==> config.mk <==
export PLATFORM = sky130hd
export DESIGN_NAME = cfb_ctrl
export DESIGN_NICKNAME = d
export VERILOG_FILES = /design/src/rtl/core/cfb_pkg.sv /design/src/rtl/core/cfb_ctrl.sv
export SDC_FILE = /design/constraint.sdc
export NUM_CORES = 1
export LEC_CHECK = 0
export BUFFER_PORTS_ARGS = -buffer_cell sky130_fd_sc_hd__clkbuf_2
export CORE_AREA = 4 4 41 43
export CTS_CLUSTER_SIZE = 14
export DETAILED_ROUTE_END_ITERATION = 8
export DIE_AREA = 0 0 45 47
export GPL_TIMING_DRIVEN = 0
export REMOVE_ABC_BUFFERS = 1
export SYNTH_ARGS = -nofsm -noshare
export SYNTH_HDL_FRONTEND = slang
export SYNTH_SLANG_ARGS = --single-unit
==> constraint.sdc <==
create_clock -name clk -period 2 [get_ports clk]
set_input_delay 0.1 -clock clk [delete_from_list [all_inputs] [get_ports clk]]
set_output_delay 0.1 -clock clk [all_outputs]
set_load 0.03 [all_outputs]
==> src/rtl/core/cfb_pkg.sv <==
// cfb_pkg: shared types, constants and command codes of the clipped fill and blit engine
// depends on nothing
`timescale 1ns / 1ps
package cfb_pkg;
	localparam int MaxWidth  = 512;
	localparam int MaxHeight = 256;
	localparam int XW = $clog2(MaxWidth + 1);
	localparam int YW = $clog2(MaxHeight + 1);
	localparam int AW = $clog2(MaxWidth * MaxHeight);
	localparam int CW = 14;
	localparam int PW = 32;
	localparam int IW = 3;
	// internal signed coordinate width, enough for sums of 14-bit values
	localparam int SW = 17;

	typedef enum logic [2:0] {
		OP_FILL  = 3'd0,
		OP_PIXEL = 3'd1,
		OP_FRAME = 3'd2,
		OP_BLIT  = 3'd3,
		OP_SRC   = 3'd4,
		OP_READ  = 3'd5
	} op_t;

	typedef enum logic [2:0] {
		REG_SURF_W = 3'd0,
		REG_SURF_H = 3'd1,
		REG_CLIP_L = 3'd2,
		REG_CLIP_T = 3'd3,
		REG_SPAN_X = 3'd4,
		REG_SPAN_Y = 3'd5
	} reg_t;

	typedef enum logic [2:0] {
		ST_CLEAR,
		ST_IDLE,
		ST_FILL,
		ST_READ,
		ST_RESULT
	} state_t;

	// controller to datapath
	typedef struct packed {
		logic load_rect;   // latch a rectangle span for the fill walker
		logic step;        // write current fill pixel and advance
		logic clear_step;  // clear sweep write
		logic read_issue;  // launch store read
		logic read_take;   // capture read data into output register
		logic [1:0] edge_sel;
	} ctl_cmd_t;

	// datapath to controller
	typedef struct packed {
		logic last;        // fill walker is at its final pixel (or span empty)
		logic clear_done;
	} ctl_sts_t;
endpackage

==> src/rtl/core/cfb_ctrl.sv <==
// cfb_ctrl: command sequencer state machine
// depends on cfb_pkg
`timescale 1ns / 1ps
module cfb_ctrl import cfb_pkg::*; (
	input  logic clk,
	input  logic arst_n,
	input  logic cmd_fire,
	input  logic [2:0] cmd_op,
	input  logic frame_ok,
	input  logic res_busy,
	input  logic res_taken,
	input  ctl_sts_t sts,
	output ctl_cmd_t cmd,
	output logic busy,
	output logic res_valid
);
	state_t state_q, state_nx;
	logic [1:0] edge_q, edge_nx;
	logic frame_q, frame_nx;

	always_comb begin
		state_nx = state_q;
		edge_nx = edge_q;
		frame_nx = frame_q;
		unique case (state_q)
			ST_CLEAR: if (sts.clear_done) state_nx = ST_IDLE;
			ST_IDLE: begin
				if (cmd_fire && (cmd_op == OP_FILL || (cmd_op == OP_FRAME && frame_ok))) begin
					state_nx = ST_FILL;
					edge_nx = 2'd0;
					frame_nx = (cmd_op == OP_FRAME);
				end else if (cmd_fire && cmd_op == OP_READ) begin
					state_nx = ST_READ;
				end
			end
			ST_FILL: begin
				if (sts.last) begin
					if (frame_q && edge_q != 2'd3) edge_nx = edge_q + 2'd1;
					else state_nx = ST_IDLE;
				end
			end
			ST_READ: state_nx = ST_RESULT;
			ST_RESULT: if (res_taken) state_nx = ST_IDLE;
			default: state_nx = ST_IDLE;
		endcase
	end

	always_comb begin
		cmd = '0;
		cmd.edge_sel = edge_q;
		busy = 1'b1;
		res_valid = 1'b0;
		unique case (state_q)
			ST_CLEAR: cmd.clear_step = 1'b1;
			ST_IDLE: begin
				busy = 1'b0;
				cmd.load_rect = 1'b1;
				cmd.edge_sel = 2'd0;
				cmd.read_issue = 1'b1;
			end
			ST_FILL: begin
				cmd.step = 1'b1;
				// reload next edge once the current one finishes
				cmd.load_rect = sts.last && frame_q && edge_q != 2'd3;
				cmd.edge_sel = sts.last ? edge_q + 2'd1 : edge_q;
			end
			ST_READ: cmd.read_take = 1'b1;
			ST_RESULT: res_valid = 1'b1;
			default: ;
		endcase
		if (res_busy) busy = 1'b1;
	end

	always_ff @(posedge clk or negedge arst_n) begin
		if (!arst_n) begin
			state_q <= ST_CLEAR;
			edge_q <= '0;
			frame_q <= 1'b0;
		end else begin
			state_q <= state_nx;
			edge_q <= edge_nx;
			frame_q <= frame_nx;
		end
	end
endmodule

### After elaboration in Yosys (flattened, before gate mapping)

Index checks and enable logic that the tools add are counted.

| storage, ports and cells | value |
|---|---|
| register bits after elaboration | 6 |
| input port bits | 11 |
| output and inout port bits | 9 |
| word-level logic and storage cells | 52 |

| operators by class | value |
|---|---|
| $add $sub $neg | 1 |
| eq/ne operators | 14 |
| multiplexer cells | 21 |
| reduce and logical (&&, ||, !) cells | 13 |

Operators with widths:

| cell | count |
|---|---|
| 3-bit two-way mux | 6 |
| 3-bit case mux with 5 select lines | 1 |
| 2-bit != test, second input constant | 7 |
| 3-bit by 2-bit == test with 1-bit output, second input constant | 3 |
| 2-bit two-way mux | 4 |
| 2-bit case mux with 2 select lines | 2 |
| 1-bit two-way mux | 7 |
| 3-bit == test, second input constant | 2 |
| 1-bit logical AND | 6 |
| 3-bit zero test | 2 |
| 5-bit AND reduction | 1 |
| 4-bit AND reduction | 1 |
| 3-bit by 1-bit == test with 1-bit output, second input constant | 1 |
| 3-bit != test, second input constant | 1 |
| 2-bit by 1-bit adder with 2-bit output, second input constant | 1 |
| 1-bit case mux with 2 select lines | 1 |
| 2-bit AND reduction | 1 |
| 2-bit nonzero test | 1 |
| 1-bit logical OR | 1 |

### Depth between registers and ports, before layout

| logic depth | value |
|---|---|
| depth in word-level cells | 6 |
| depth in mapped cells | 5 |
| mapped depth without buffers | 5 |

### Worst setup path before layout

OpenSTA, ideal clock, no wires.

| path | value |
|---|---|
| kind | register -> output |
| start | register state_q[2] |
| end | output port cmd[0] in the netlist's numbering |
| arrival time | 1896 ps |
| data required time | 1900 ps |
| setup slack | 4 ps |
| stages on the path, launching flop included | 4 |
| buffers on the path | 0 |
| cells stage by stage | dfrtp_1 > nor3b_2 > nand2_1 > o21ai_0 |

RTL lines:

| item | RTL line | source |
|---|---|---|
| start: declaration | cfb_ctrl.sv:17 | `state_t state_q, state_nx;` |
| start signal: assignment | cfb_ctrl.sv:80 | `state_q <= state_nx;` |
| end: declaration | cfb_ctrl.sv:13 | `output ctl_cmd_t cmd,` |

==> summary.md <==
| Metric | Value |
|---|---|
| Via count | 409 |
| Library cells used by synthesis | 28 |
| Hold Path Depth | 2 |
| R2R Path Start | state_q[2] |
| Worst EP required | 1.90 ns |
| N_diodes | 0 |
| Setup violations, final | 0 |
| R2r setup slk | 0.31 ns |
| Starting density of the core | 33.85% |
| RSZ-0062 raised after global routing | no |
| Die area | 0.002115 mm^2 |
| Post-route minimum period | 1.740 ns |
| Vias/cell | 4.928 |
| Average size of a mapped cell | 9.574 um^2 |
| Relative slew margins | 73.54% |
| Core Footprint | 0.001301 mm^2 |
| Total track usage | 10.26% |
| Cell Pwr Density | 1217 mW/mm^2 |
| #FFs+latches synth | 6 |
| Post-DRT Antenna Nets | 0 |
| Clk_lat worst skew | 0.24 ns |
| CP Capture Type | primary output |
| Sink Count | 6 |
| CP bufs+invs | 1 |
| P_leak | 0.2961 nW |
| Cells along the critical path | nor3b_2 -> and3_1 -> or2_2 -> clkbuf_2 |
| Initial drt markers | 7 |
| Seq/Total Area, Yosys | 34.09% |
| Total power | 0.0007053 W |
| Status | finished clean |
| Overflow after GRT | 0 |
| Tightest Pin Transition | 0.3870 ns |
| R2R Path End | frame_q |
| Crit path depth | 4 |
| Largest net degree at the start of global routing | 9 |
| YS warnings | 0 |
| CTS tree | yes |
| Crit path to | cmd[6] |
| Fin crit share | 86.99% |
| Setup TNS | 0 ns |
| R2R cell count | 3 |
| CTS resizes | 0 |
| Worst Setup SP | state_q[2] |
| Post-CTS Setup Bufs | 0 |
| TritonCTS Buffers | 3 |
| Slowest stage delay, CP | 0.45 ns |
| Cells after Synth | 46 |
| Vias in the first global route | 393 |
| First-pass GRT wire length | 1559 um |
| Wire per inst | 11.08 um |
| Antenna violations before repair | 0 |
| Port buffer count | 19 |
| Max Cap Violations | 0 |
| Worst setup SP type | flip-flop |
| CTS clk-pin slew, worst paths | 0.04 ns |
| Final instance area | 579.3 um^2 |
| FMAX | 574.8 MHz |
| Max Transition Viols Final | 0 |
| # rows | 13 |
| I/O pins | 20 |
| Post-Syn Area | 440.4 um^2 |
| # nets final | 82 |
| Die H | 47 um |
| Die width | 45 um |
| DR pass1 iterations | 4 |
| Worst hold slack | 0.1141 ns |
| Placement Setup Slack | 0.2915 ns |
| Highest-delay cell along the critical path | dfrtp_1 |
| Peak VDD IR | 0.0005676 V |
| CTS Buffer Depth | 2 |
| Post-DP Area | 546.8 um^2 |
| HPWL Detailed | 790.1 um |
| Worst Hold Class | in -> reg |
| CP top delay family | simple AND/OR/NAND/NOR gates |
| Drt drc | 0 |
| CP max FO | 8 |
| Routed wire length | 920 um |
| Clock Skew | 0.0002289 ns |
| Class of the most critical setup path | reg -> out |
| Setup ws final | 0.2601 ns |
| Root buffer cell | clkbuf_4 |
| Share of layout cells above drive strength 1 | 41.18% |
| Arrival time at the worst endpoint | 1.64 ns |
| Gp weighted congestion | 0.7390 |
| Synth-to-Final Area Change | 31.53% |
| # H-tree levels | 1 |
| Final Hold Vio Count | 0 |
[synthesized netlist by cell type]
| master | n | share of area [%] |
|---|---|---|
| and2_1 | 1 | 1.4 |
| o21ai_0 | 1 | 1.1 |
| o31ai_1 | 2 | 3.4 |
| nor4_4 | 1 | 4.8 |
| dfrtp_1 | 6 | 34 |
| mux2_4 | 1 | 3.4 |
| and3_1 | 1 | 1.4 |
| nand2_1 | 3 | 2.6 |
| nor2_2 | 1 | 1.4 |
| nand2b_1 | 3 | 4.3 |
| nor3b_1 | 1 | 1.7 |
| or2_2 | 1 | 1.4 |
| nor3b_2 | 1 | 2.8 |
| a2111oi_0 | 1 | 2.0 |
| a221oi_1 | 1 | 2.0 |
| nor2_1 | 1 | 0.85 |
| inv_1 | 4 | 3.4 |
| or3b_4 | 1 | 2.6 |
| ha_1 | 1 | 2.8 |
| nor2b_1 | 4 | 5.7 |
| buf_4 | 1 | 1.7 |
| nor3_1 | 1 | 1.1 |
| nand3_1 | 3 | 3.4 |
| mux2_1 | 1 | 2.6 |
| a32o_1 | 1 | 2.3 |
| mux2i_1 | 1 | 2.3 |
| nand3b_1 | 1 | 1.7 |
| a21o_1 | 1 | 1.7 |
[layer usage]
layer,vias up,global-route usage (%),share of wire (%)
met4,0,1.754,0
met1,187,12.76,41
met2,14,15.54,49
li1,208,-,-
met3,0,6.130,10
met5,-,0,0
[flip-flops by register name (all words and copies together), names as in the netlist]
signal and flops:
frame_q 1, edge_q 2, state_q 3
[how the worst min path moves through the flow]
stage | from | endpoint
after global placement | arst_n | edge_q[1]
after floorplan | arst_n | edge_q[0]
final | cmd_op[1] | frame_q
after detailed placement | arst_n | edge_q[1]
after CTS | cmd_op[1] | frame_q
after global routing | cmd_op[1] | frame_q
[area by class of cell]
class,count,area [um^2]
Clock buffer,3,22.52
Fill cell,135,721.9
Inverter,4,15.01
Multi-Input combinational cell,35,267.8
Sequential cell,6,150.1
Tap cell,15,18.77
Timing Repair Buffer,20,105.1
[placed cells by master, fill, tap and decap left out, types with 2 or more instances in the layout]
master and n:
nor2b_1 4, clkbuf_4 3, nand2_1 3, nand2b_1 3
clkbuf_2 19, inv_1 4, nand3_1 3, dfrtp_1 6
o31ai_1 2
[per-stage QoR]
step,utilization (%),cells
detailed placement,42.02,79
finish,44.52,83
global placement,42.02,79
global route,44.52,83
CTS,44.52,83
floorplan,-,45
[power by group]
part | internal [W] | switching [W] | total, W
combinational | 0.000154 | 0.000235 | 0.000389
clock | 0.0000675 | 0.0000389 | 0.000106
sequential | 0.000163 | 0.0000470 | 0.000210
[timing repair]
item | CTS | global route
hold buffers | 1 | 0
hold endpoints to repair | 6 | 0
endpoints found under the setup margin | 0 | 0
[logic make-up after synthesis]
| logic type | after synthesis | share of synthesized area (%) |
|---|---|---|
| DFF | 6 | 34.09 |
| muxes | 3 | 8.238 |
| AOI/OAI and AO/OA | 7 | 12.50 |
| and+or+nand+nor | 24 | 37.22 |
| adders and majority gates | 1 | 2.840 |
| buffers and inverters | 5 | 5.113 |
No activity file was read; power rests on OpenSTA's default activity.
